--- src/hdl/event_credit_pool_controller_defines.svh ---
// Assertion macros shared by the credit pool controller RTL.
`ifndef EVENT_CREDIT_POOL_CONTROLLER_DEFINES_SVH
`define EVENT_CREDIT_POOL_CONTROLLER_DEFINES_SVH

`ifndef SYNTHESIS

// Same-cycle implication, disabled during reset.
`define ECPC_ASSERT_NOW(label, clk, rst, ante, cons) \
  label: assert property (@(posedge clk) disable iff (rst) (ante) |-> (cons)) \
    else $error("ecpc assertion failed");

// Next-cycle implication, disabled during reset.
`define ECPC_ASSERT_NEXT(label, clk, rst, ante, cons) \
  label: assert property (@(posedge clk) disable iff (rst) (ante) |=> (cons)) \
    else $error("ecpc assertion failed");

`else

`define ECPC_ASSERT_NOW(label, clk, rst, ante, cons)
`define ECPC_ASSERT_NEXT(label, clk, rst, ante, cons)

`endif

`endif

--- src/hdl/ecpc_pkg.sv ---
// Types, codes and reset values for the event credit pool controller.
package ecpc_pkg;

  localparam int PORT_IDX_W     = 6;
  localparam int COUNT_W        = 8;
  localparam int CREDIT_W       = 16;
  localparam int MIN_W          = 11;
  localparam int MAX_W          = 13;
  localparam int DEF_PORT_COUNT = 64;

  // opcodes
  localparam logic OP_ACQUIRE = 1'b0;
  localparam logic OP_RETURN  = 1'b1;

  // deny causes
  localparam logic [1:0] CAUSE_NONE      = 2'd0;
  localparam logic [1:0] CAUSE_THRESHOLD = 2'd1;
  localparam logic [1:0] CAUSE_EXHAUSTED = 2'd2;

  // register indexes
  localparam logic [1:0] REG_LOAN_LIMIT  = 2'd0;
  localparam logic [1:0] REG_NEW_EVT_THR = 2'd1;
  localparam logic [1:0] REG_PORT_MIN    = 2'd2;
  localparam logic [1:0] REG_PORT_MAX    = 2'd3;

  localparam logic [CREDIT_W-1:0] RST_LOAN_LIMIT  = 16'd4096;
  localparam logic [CREDIT_W-1:0] RST_NEW_EVT_THR = 16'd4096;
  localparam logic [MIN_W-1:0]    RST_PORT_MIN    = 11'd64;
  localparam logic [MAX_W-1:0]    RST_PORT_MAX    = 13'd512;

  typedef struct packed {
    logic                  opcode;
    logic [PORT_IDX_W-1:0] port_index;
    logic [COUNT_W-1:0]    credit_count;
    logic [COUNT_W-1:0]    new_count;
  } req_item_t;

  typedef struct packed {
    logic                granted;
    logic [COUNT_W-1:0]  accepted_count;
    logic [1:0]          deny_cause;
    logic [CREDIT_W-1:0] pool_on_loan;
  } rsp_item_t;

  typedef struct packed {
    logic [CREDIT_W-1:0] loan_limit;
    logic [CREDIT_W-1:0] new_evt_thr;
    logic [MIN_W-1:0]    port_min_credits;
    logic [MAX_W-1:0]    port_max_credits;
  } cfg_t;

  // state written back after one item
  typedef struct packed {
    logic [CREDIT_W-1:0] cache;
    logic [CREDIT_W-1:0] pool;
  } state_upd_t;

endpackage

--- src/hdl/ecpc_cfg_regs.sv ---
// APB configuration registers of the credit pool controller.
module ecpc_cfg_regs
  import ecpc_pkg::*;
(
  input  logic        clk,
  input  logic        rst,
  input  logic        psel,
  input  logic        penable,
  input  logic        pwrite,
  input  logic [3:0]  paddr,
  input  logic [31:0] pwdata,
  output logic [31:0] prdata,
  output logic        pready,
  output cfg_t        cfg
);

  logic       wr_en;
  logic [1:0] reg_idx;

  assign pready  = 1'b1;
  assign reg_idx = paddr[3:2];
  assign wr_en   = psel && penable && pwrite && pready;

  always_ff @(posedge clk) begin
    if (rst) begin
      cfg.loan_limit       <= RST_LOAN_LIMIT;
      cfg.new_evt_thr      <= RST_NEW_EVT_THR;
      cfg.port_min_credits <= RST_PORT_MIN;
      cfg.port_max_credits <= RST_PORT_MAX;
    end else if (wr_en) begin
      case (reg_idx)
        REG_LOAN_LIMIT:  cfg.loan_limit       <= pwdata[CREDIT_W-1:0];
        REG_NEW_EVT_THR: cfg.new_evt_thr      <= pwdata[CREDIT_W-1:0];
        REG_PORT_MIN:    cfg.port_min_credits <= pwdata[MIN_W-1:0];
        REG_PORT_MAX:    cfg.port_max_credits <= pwdata[MAX_W-1:0];
        default: ;
      endcase
    end
  end

  always_comb begin
    case (reg_idx)
      REG_LOAN_LIMIT:  prdata = 32'(cfg.loan_limit);
      REG_NEW_EVT_THR: prdata = 32'(cfg.new_evt_thr);
      REG_PORT_MIN:    prdata = 32'(cfg.port_min_credits);
      REG_PORT_MAX:    prdata = 32'(cfg.port_max_credits);
      default:         prdata = '0;
    endcase
  end

endmodule

--- src/hdl/ecpc_cache_mem.sv ---
// Per-port credit cache: memory with valid bits and write-to-read bypass.
module ecpc_cache_mem
  import ecpc_pkg::*;
#(
  parameter int PORT_COUNT = DEF_PORT_COUNT,
  parameter int AW         = PORT_IDX_W
) (
  input  logic                clk,
  input  logic                rst,
  input  logic                rd_en,
  input  logic [AW-1:0]       rd_addr,
  input  logic                wr_en,
  input  logic [AW-1:0]       wr_addr,
  input  logic [CREDIT_W-1:0] wr_data,
  output logic [CREDIT_W-1:0] rd_data
);

  logic [CREDIT_W-1:0]   mem [PORT_COUNT];
  logic [PORT_COUNT-1:0] valid;
  logic [CREDIT_W-1:0]   mem_q;
  logic                  valid_q;
  logic                  byp_q;
  logic [CREDIT_W-1:0]   byp_data;

  always_ff @(posedge clk) begin
    if (wr_en) begin
      mem[wr_addr] <= wr_data;
    end
    if (rd_en) begin
      mem_q    <= mem[rd_addr];
      byp_data <= wr_data;
    end
  end

  // unwritten entries read as zero
  always_ff @(posedge clk) begin
    if (rst) begin
      valid   <= '0;
      valid_q <= 1'b0;
      byp_q   <= 1'b0;
    end else begin
      if (wr_en) begin
        valid[wr_addr] <= 1'b1;
      end
      if (rd_en) begin
        valid_q <= valid[rd_addr];
        byp_q   <= wr_en && (wr_addr == rd_addr);
      end
    end
  end

  assign rd_data = byp_q ? byp_data : (valid_q ? mem_q : '0);

endmodule

--- src/hdl/ecpc_core.sv ---
// Credit decision for one item: acquire or return against cache and pool.
module ecpc_core
  import ecpc_pkg::*;
(
  input  cfg_t                cfg,
  input  req_item_t           item,
  input  logic [CREDIT_W-1:0] cache,
  input  logic [CREDIT_W-1:0] pool,
  output rsp_item_t           result,
  output state_upd_t          upd
);

  logic [CREDIT_W:0]   ret_sum;
  logic                ret_over;
  logic signed [18:0]  ret_back;
  logic signed [18:0]  ret_pool;
  logic [CREDIT_W-1:0] ret_pool_sat;
  logic                thr_deny;
  logic                from_cache;
  logic [COUNT_W-1:0]  missing;
  logic [MIN_W-1:0]    take;
  logic                exhausted;

  always_comb begin
    // return path
    ret_sum  = {1'b0, cache} + (CREDIT_W+1)'(item.credit_count);
    ret_over = ret_sum > (CREDIT_W+1)'(cfg.port_max_credits);
    ret_back = signed'(19'(ret_sum)) - signed'(19'(cfg.port_min_credits));
    ret_pool = signed'(19'(pool)) - ret_back;
    if (ret_pool < 0) begin
      ret_pool_sat = '0;
    end else if (ret_pool > 19'sd65535) begin
      ret_pool_sat = '1;
    end else begin
      ret_pool_sat = ret_pool[CREDIT_W-1:0];
    end

    // acquire path
    thr_deny   = (item.new_count != '0) && (pool > cfg.new_evt_thr);
    from_cache = CREDIT_W'(item.credit_count) <= cache;
    missing    = item.credit_count - cache[COUNT_W-1:0];
    take       = (MIN_W'(missing) > cfg.port_min_credits) ? MIN_W'(missing)
                                                           : cfg.port_min_credits;
    exhausted  = ((CREDIT_W+1)'(pool) + (CREDIT_W+1)'(take))
                 > (CREDIT_W+1)'(cfg.loan_limit);

    result.granted        = 1'b1;
    result.accepted_count = item.credit_count;
    result.deny_cause     = CAUSE_NONE;
    upd.cache             = cache;
    upd.pool              = pool;

    if (item.opcode == OP_RETURN) begin
      if (ret_over) begin
        upd.cache = CREDIT_W'(cfg.port_min_credits);
        upd.pool  = ret_pool_sat;
      end else begin
        upd.cache = ret_sum[CREDIT_W] ? '1 : ret_sum[CREDIT_W-1:0];
      end
    end else if (thr_deny) begin
      result.granted        = 1'b0;
      result.accepted_count = '0;
      result.deny_cause     = CAUSE_THRESHOLD;
    end else if (from_cache) begin
      upd.cache = cache - CREDIT_W'(item.credit_count);
    end else if (exhausted) begin
      result.granted        = 1'b0;
      result.accepted_count = '0;
      result.deny_cause     = CAUSE_EXHAUSTED;
    end else begin
      // pool + take stays within the loan limit, no saturation needed
      upd.pool  = pool + CREDIT_W'(take);
      upd.cache = cache + CREDIT_W'(take) - CREDIT_W'(item.credit_count);
    end

    result.pool_on_loan = upd.pool;
  end

endmodule

--- src/hdl/event_credit_pool_controller.sv ---
// Event credit pool controller: top level with request and result stages.
//
// Request channel (req_valid/req_stall/req) carries acquire or return items
// naming a port. Each accepted item yields exactly one result item on the
// result channel (rsp_valid/rsp_stall/rsp): granted flag, accepted count,
// deny cause and the pool loan after the item.
// The port's cached credits are read from the cache memory at acceptance, and
// the decision runs between that read register and the result register.
// One item per cycle is sustained unless rsp_stall holds a result; the cache
// read-modify-write is closed by a bypass from the write port.
// When rsp_stall holds a result, the decision stage keeps its item and
// req_stall rises only once that stage is also occupied.
// Reset clears the pool loan, the pipeline and the cache valid bits, so all
// ports start with zero cached credits; registers return to defaults. The user
// must write registers over APB only while no item is in flight; not enforced.
`include "event_credit_pool_controller_defines.svh"

module event_credit_pool_controller
  import ecpc_pkg::*;
#(
  parameter int PORT_COUNT = DEF_PORT_COUNT
) (
  input  logic        clk,
  input  logic        rst,
  input  logic        req_valid,
  output logic        req_stall,
  input  req_item_t   req,
  output logic        rsp_valid,
  input  logic        rsp_stall,
  output rsp_item_t   rsp,
  input  logic        psel,
  input  logic        penable,
  input  logic        pwrite,
  input  logic [3:0]  paddr,
  input  logic [31:0] pwdata,
  output logic [31:0] prdata,
  output logic        pready
);

  localparam int AW         = (PORT_COUNT > 1) ? $clog2(PORT_COUNT) : 1;
  localparam int PORT_CODES = 1 << PORT_IDX_W;

  cfg_t                cfg;
  logic [AW-1:0]       port_lut [PORT_CODES];
  logic                accept;
  logic                s1_vld;
  logic                s1_adv;
  req_item_t           s1_item;
  logic [AW-1:0]       s1_addr;
  logic [CREDIT_W-1:0] cache_rd;
  logic [CREDIT_W-1:0] pool;
  rsp_item_t           result;
  state_upd_t          upd;

  // port index modulo the port count as a constant table
  for (genvar i = 0; i < PORT_CODES; i++) begin : g_port_lut
    assign port_lut[i] = AW'(i % PORT_COUNT);
  end

  ecpc_cfg_regs u_cfg (
    .clk     (clk),
    .rst     (rst),
    .psel    (psel),
    .penable (penable),
    .pwrite  (pwrite),
    .paddr   (paddr),
    .pwdata  (pwdata),
    .prdata  (prdata),
    .pready  (pready),
    .cfg     (cfg)
  );

  assign s1_adv    = s1_vld && (!rsp_valid || !rsp_stall);
  assign req_stall = s1_vld && !s1_adv;
  assign accept    = req_valid && !req_stall;

  ecpc_cache_mem #(
    .PORT_COUNT (PORT_COUNT),
    .AW         (AW)
  ) u_cache (
    .clk     (clk),
    .rst     (rst),
    .rd_en   (accept),
    .rd_addr (port_lut[req.port_index]),
    .wr_en   (s1_adv),
    .wr_addr (s1_addr),
    .wr_data (upd.cache),
    .rd_data (cache_rd)
  );

  ecpc_core u_core (
    .cfg    (cfg),
    .item   (s1_item),
    .cache  (cache_rd),
    .pool   (pool),
    .result (result),
    .upd    (upd)
  );

  always_ff @(posedge clk) begin
    if (accept) begin
      s1_item <= req;
      s1_addr <= port_lut[req.port_index];
    end
    if (s1_adv) begin
      rsp <= result;
    end
  end

  always_ff @(posedge clk) begin
    if (rst) begin
      s1_vld    <= 1'b0;
      rsp_valid <= 1'b0;
      pool      <= '0;
    end else begin
      if (accept) begin
        s1_vld <= 1'b1;
      end else if (s1_adv) begin
        s1_vld <= 1'b0;
      end
      if (s1_adv) begin
        rsp_valid <= 1'b1;
        pool      <= upd.pool;
      end else if (!rsp_stall) begin
        rsp_valid <= 1'b0;
      end
    end
  end

  `ECPC_ASSERT_NOW(a_empty_no_stall, clk, rst, !s1_vld, !req_stall)
  `ECPC_ASSERT_NEXT(a_adv_loads_rsp, clk, rst, s1_adv, rsp_valid)
  `ECPC_ASSERT_NEXT(a_deny_keeps_pool, clk, rst, s1_adv && !result.granted, $stable(pool))
  `ECPC_ASSERT_NEXT(a_acquire_no_drop, clk, rst, s1_adv && (s1_item.opcode == OP_ACQUIRE), pool >= $past(pool))

endmodule

--- config.mk ---
export PLATFORM = sky130hd
export DESIGN_NAME = event_credit_pool_controller
export DESIGN_NICKNAME = d
export VERILOG_FILES = /design/src/hdl/ecpc_pkg.sv /design/src/hdl/ecpc_cfg_regs.sv /design/src/hdl/ecpc_cache_mem.sv /design/src/hdl/ecpc_core.sv /design/src/hdl/event_credit_pool_controller.sv
export VERILOG_INCLUDE_DIRS = /design/src /design/src/hdl
export SDC_FILE = /design/constraint.sdc
export NUM_CORES = 2
export LEC_CHECK = 0
export BUFFER_PORTS_ARGS = -buffer_cell sky130_fd_sc_hd__buf_4
export CAP_MARGIN = 20
export CELL_PAD_IN_SITES_DETAIL_PLACEMENT = 0
export CELL_PAD_IN_SITES_GLOBAL_PLACEMENT = 1
export CORE_ASPECT_RATIO = 0.6
export CORE_MARGIN = 3
export CORE_UTILIZATION = 45
export DETAILED_ROUTE_END_ITERATION = 10
export GPL_ROUTABILITY_DRIVEN = 0
export PLACE_DENSITY = 0.66
export SKIP_CTS_REPAIR_TIMING = 1
export SLEW_MARGIN = 5
export SYNTH_ARGS = -nofsm -noshare
export SYNTH_HDL_FRONTEND = slang
export SYNTH_HIERARCHICAL = 1
export SYNTH_SLANG_ARGS = --single-unit
--- constraint.sdc ---
create_clock -name clk -period 29.8 [get_ports clk]
set_input_delay 1.49 -clock clk [delete_from_list [all_inputs] [get_ports clk]]
set_output_delay 1.49 -clock clk [all_outputs]
set_load 0.005 [all_outputs]
* Word-level counts from Yosys, hierarchy flattened
Memory sizes are Yosys's and may differ from the RTL's. A register that Yosys moved wholly into a read port is not among the register bits.
Index checks and enable logic that the tools add are counted.
** Operators by class
- $add $sub $neg :: 9
- $mul :: 0
- Divide/modulo/power cells :: 0
- Magnitude comparators :: 11
- Eq/ne operators :: 5
- Shifts and indexed selects :: 0
- Multiplexer cells :: 30
- Bitwise logic cells :: 2
- Reduce and logical (&&, ||, !) cells :: 21
** Operator list (number)
- $mux W16 :: 9
- $pmux W32 S4 :: 1
- $mux W32 :: 3
- $or A64 B64 Y64 :: 1
- $mux W11 :: 4
- $add A16 B11 Y16 :: 2
- $sub A16 B8 Y16 :: 2
- $gt A19 B17 Y1 const B :: 1
- $lt A19 B1 Y1 const B :: 1
- $sub A17 B18 Y19 :: 1
- $sub A17 B11 Y18 :: 1
- $add A16 B11 Y17 :: 1
- $add A16 B8 Y17 :: 1
- $gt A17 B13 Y1 :: 1
- $gt A17 B16 Y1 :: 1
- $gt A16 B16 Y1 :: 1
- $le A8 B16 Y1 :: 1
- $lt A6 B7 Y1 const B :: 2
- $mux W6 :: 2
- $gt A8 B11 Y1 :: 1
- $mux W10 :: 1
- $logic_and A1 B1 Y1 :: 8
- $mux W1 :: 8
- $reduce_and A2 Y1 :: 4
- other kinds (16) :: 20
** Storage, ports and cells
- Bits in registers :: 206
- Latch bits :: 0
- RAM bits :: 1024
- Bits in read-only memories :: 384
- Input port bits :: 66
- Logic and storage cells :: 100
- Memories kept :: 2
** Memory list
- u_cache.mem :: words 64, width 16, read ports 1, clocked after Yosys merged registers in 1, write ports 1, line ecpc_cache_mem.sv:18 : logic [CREDIT_W-1:0] mem [PORT_COUNT];
- (no name shown) :: words 64, width 6, read ports 1, clocked after Yosys merged registers in 0, write ports 0, line event_credit_pool_controller.sv:103 : s1_addr <= port_lut[req.port_index];

* Depth between registers and ports, before layout
- Depth in word-level cells :: 11
- Depth in mapped cells :: 44

* Modules after synthesis
The synthesis kept the hierarchy.
** Modules (own cells, without submodules)
- ecpc_cache_mem :: instances 1, cells an instance 1874, area each 42764.8 um^2, sequential area each 33031.7 um^2
- ecpc_core :: instances 1, cells an instance 997, area each 7200.7 um^2, sequential area each 0.0 um^2
- ecpc_cfg_regs :: instances 1, cells an instance 268, area each 2762.6 um^2, sequential area each 1121.1 um^2
- event_credit_pool_controller :: instances 1, cells an instance 129, area each 2306.0 um^2, sequential area each 1861.8 um^2

* Worst setup path before layout
No wires, ideal clock.
- Path type :: register to register
- Start point :: reg u_cache.byp_q
- End point :: reg u_cache.byp_data[15] (data pin)
- Arrival time :: 10969 ps
- Data required time :: 28926 ps
- Setup slack :: 17958 ps
- Cell stages (with the launch flop) :: 39
- Path buffers :: 5
- Clock period less this slack :: 11842 ps
- Cells stage by stage :: dfxtp_1 clkbuf_1 nor2b_1 clkbuf_1 clkbuf_1 a22o_1 ha_1 buf_2 clkinv_1 o21bai_1 a221oi_1 xnor2_1 ha_1 nand4_1 o2111ai_1 nor2_1 mux2_2 ha_1 [... 3 more ...] o31a_1 o31a_1 o41ai_4 o21ba_2 nor2b_1 xor2_1 ha_1 and2_1 a221oi_1 o21ai_0 o31ai_1 o211ai_2 nor2_1 buf_2 a21oi_1 nor3_1 a21oi_1 nor4_1
** RTL lines
- start, declared :: line ecpc_cache_mem.sv:22 : logic byp_q;
- start signal, assigned :: line ecpc_cache_mem.sv:47 : byp_q <= wr_en && (wr_addr == rd_addr);
- end signal, assigned :: line ecpc_cache_mem.sv:31 : byp_data <= wr_data;
- end, declared :: line ecpc_cache_mem.sv:23 : logic [CREDIT_W-1:0] byp_data;

==> metrics.txt <==
vias in the first global route=29,728; Seq cells post-synth=approximately 1,200; die outline width=457.5 um; Routed Antenna Nets=0; core area=roughly 120,000 um^2; Worst Hold Class=register to register; Post-synth EDFFs=~1,100; mux cell area share after synthesis=0.1663; final-report setup violation count=0; global-route wire length before repair=217,400 um; Slew @ Worst Pin=1.277 ns; worst setup path endpoint=u_cache/mem[46][4]; Clock transition at path regs=around 0.06 ns; Multi-input gate area=17,890 um^2; WP data required=~30 ns; Seq/Total Area, Yosys=0.6544; Vias per Instance=6.084; largest net degree at the start of global routing=103; Slew headroom=0.1458; Total Routing Usage GR=0.2383; reg2reg start=u_cache/byp_q; power per standard cell area=67.70 nW/um^2; crit path max fanout=65; share of layout cells above drive strength 1=0.2394; # nets final=3,628; Crit Reg-Reg Endpoint=u_cache/mem[46][4]; critical path's slowest cell=a21oi_1; Final period util=0.3642; Main synth FF type=edfxtp_1; xor-xnor portion of the synthesized cell area=0.01271; crit path launch type=register; max incr delay on CP=approximately 0.84 ns; adder and majority gate portion of the synthesized area=0.03738; crit path kind=register to register; Post-Syn Area per Cell=16.84 um^2; Synth Area in Compound Gates=0.04765; Final Hold Fails=0; H-tree depth=3; DRC errors left=0; FILL cells=9,665; CTS Buffer Depth=3; async set-reset flop share out of synthesis=0; DP Area=57,920 um^2; worst reg-to-reg setup slack=about 19 ns; Post-DP HPWL=99,120 um; initial antenna violation count=11; 1st-iter DRT viols=4,255; clock skew=0.03883 ns; CP Data Arrival Time=~11 ns; full die area=126,700 um^2; unrepaired setup endpoints after global routing=false; post-DR wirelength/cell=29.91 um; Initial Utilization=0.4580; Final Slew Violations=0; pre-CTS WS=19.45 ns; PnR worst setup slack=18.95 ns; Routed WL=152,800 um; Worst setup startpoint=u_cache/byp_q; FF-to-FF path depth=34; I/O Buffers=92; Row Count=98; Vias=around 31,000; FMAX=92.14 MHz; Post-Synth Simple-Gate Area=0.05420; Register Area=around 36,000 um^2; CTS root buffer=clkbuf_16; Worst setup EP type=register; peak supply drop=0.00005509 V; Syn Inst Count=between 3,000 and 4,000; post-route cell area=61,600 um^2; Pwr Total=~4200 uW; # clock sinks=1,246; yosys warns=6; Tmin final=10.85 ns; clk_lat worst skew=0.74 ns; IO Pins=128; number of library cell types mapped by synthesis=99; CTS buffer count=113; setup_tns=0 ns; outcome=finished, final reports clean; mapped cell area=55,030 um^2; largest family of logic cells by synthesized area=multiplexers; area added between synthesis and finish=11.93%; CTS tree=built; TritonRoute pass-1 iters=6; Die Y=276.9 um; LEAKAGE=0.02070 uW; # Max-Cap Violations=0; grt total ovfl=0
==> stage by stage <==
| step | hold slack, ns | util | cells |
|---|---|---|---|
| after floorplan | 0.4346 | - | 3283 |
| after global placement | 0.4424 | 0.4818 | 4886 |
| after detailed placement | 0.4487 | 0.4820 | 4889 |
| after CTS | 0.4635 | 0.5124 | 5102 |
| after global routing | 0.4854 | 0.5126 | 5104 |
| final | 0.4628 | 0.5126 | 5107 |
==> state kept, by name (all words and copies together), names as in the netlist <==
name and count:
pool 16, rsp 27, rsp_valid 1, s1_item 23
s1_vld 1, u_cache/byp_data 16, u_cache/byp_q 1, u_cache/mem 1024
u_cache/mem_q 16, u_cache/valid 64, u_cache/valid_q 1, u_cfg/cfg 56
==> cell type report <==
class	instances	share of cell area
sequential	1246	0.5846
antenna	3	0.0001219
clock inverter	69	0.01005
clock buffer	144	0.04938
tap	1600	0.03250
timing repair buffer	197	0.02472
multi-input combinational	1713	0.2904
inverter	135	0.008226
==> critical path: cells and delay by family, from the launching register on <==
family / cells / cell delay, ns
AO/OA/AOI/OAI: 14 / 5.26
adder cells (fa/ha/maj): 4 / 1.53
buffers and inverters: 5 / 1.44
AND/OR/NAND/NOR: 8 / 1.13
multiplexers: 1 / 0.41
XOR/XNOR: 2 / 0.32
flip-flops: 1 / 0.30
==> cells in the final DEF (no fill, tap or decap), types with 17 or more instances in the layout <==
cell type | Yosys | final
clkinv_2 | 0 | 22
dfxtp_1 | 140 | 140
edfxtp_1 | 1106 | 1106
clkbuf_1 | 82 | 24
mux4_2 | 351 | 351
nand3_1 | 29 | 29
nand2_1 | 84 | 84
o21ai_0 | 76 | 69
inv_1 | 133 | 133
nand2b_1 | 109 | 109
nor2b_1 | 36 | 36
a22o_1 | 18 | 18
clkinv_1 | 1 | 24
conb_1 | 2 | 17
o21a_1 | 31 | 30
nor2_2 | 0 | 36
ha_1 | 142 | 142
a21o_1 | 20 | 20
mux2_2 | 27 | 27
buf_4 | 46 | 192
mux2i_1 | 94 | 94
xor2_1 | 19 | 19
clkbuf_16 | 0 | 116
nor2_1 | 245 | 208
xnor2_1 | 59 | 59
a21oi_1 | 100 | 96
nor3_1 | 28 | 24
==> kinds of logic after synthesis <==
| group | Yosys count |
|---|---|
| adder cells (fa/ha/maj) | 156 |
| other | 2 |
| buffers and inverters | 324 |
| XOR/XNOR | 79 |
| AND/OR/NAND/NOR | 607 |
| multiplexers | 472 |
| flip-flops | 1246 |
| AO/OA/AOI/OAI | 382 |
==> layer usage <==
layer  routed length [um]  global-route usage
met4                 2054             0.03795
met1                74510              0.4026
met5                    0                   0
met2                59570              0.3020
met3                16630             0.06781
==> cell usage after synthesis, types with 13 or more instances <==
cell type	number	area [um^2]
xor2_1	19	166.4
edfxtp_1	1106	33210
mux2_2	27	304.0
mux4_2	351	7905
a211oi_1	13	97.59
o21ai_0	76	380.4
nand4_1	16	100.1
a31oi_1	16	100.1
nor2_1	245	919.6
xnor2_1	59	516.8
nand2b_1	109	681.9
nor3_1	28	140.1
nand2_1	84	315.3
mux2i_1	94	940.9
dfxtp_1	140	2803
a21o_1	20	150.1
fa_1	14	280.3
a21oi_1	100	500.5
buf_4	46	345.3
o21a_1	31	232.7
ha_1	142	1777
inv_1	133	499.2
clkbuf_1	82	307.8
a22o_1	18	157.7
buf_2	46	230.2
nand3_1	29	145.1
nor2b_1	36	225.2
==> worst min-delay path by stage <==
| stage | from | endpoint | slack (ns) | depth (start not counted) |
|---|---|---|---|---|
| after floorplan | u_cache/valid[12] | u_cache/valid[12] | 0.43 | 2 |
| after global placement | u_cache/valid[45] | u_cache/valid[45] | 0.44 | 1 |
| after detailed placement | u_cache/valid[40] | u_cache/valid[40] | 0.45 | 1 |
| after CTS | u_cache/valid[40] | u_cache/valid[40] | 0.46 | 1 |
| after global routing | u_cache/valid[49] | u_cache/valid[49] | 0.49 | 1 |
| final | u_cache/valid[40] | u_cache/valid[40] | 0.46 | 1 |
==> power by group <==
group          leakage (uW)  internal, uW  total, uW  switching, uW
logic               0.00769           191        644            453
registers            0.0112          2070       2080           11.6
clock network       0.00180           789       1440            656
total                0.0207          3050       4170           1120
(Power assumes the default switching activity.)
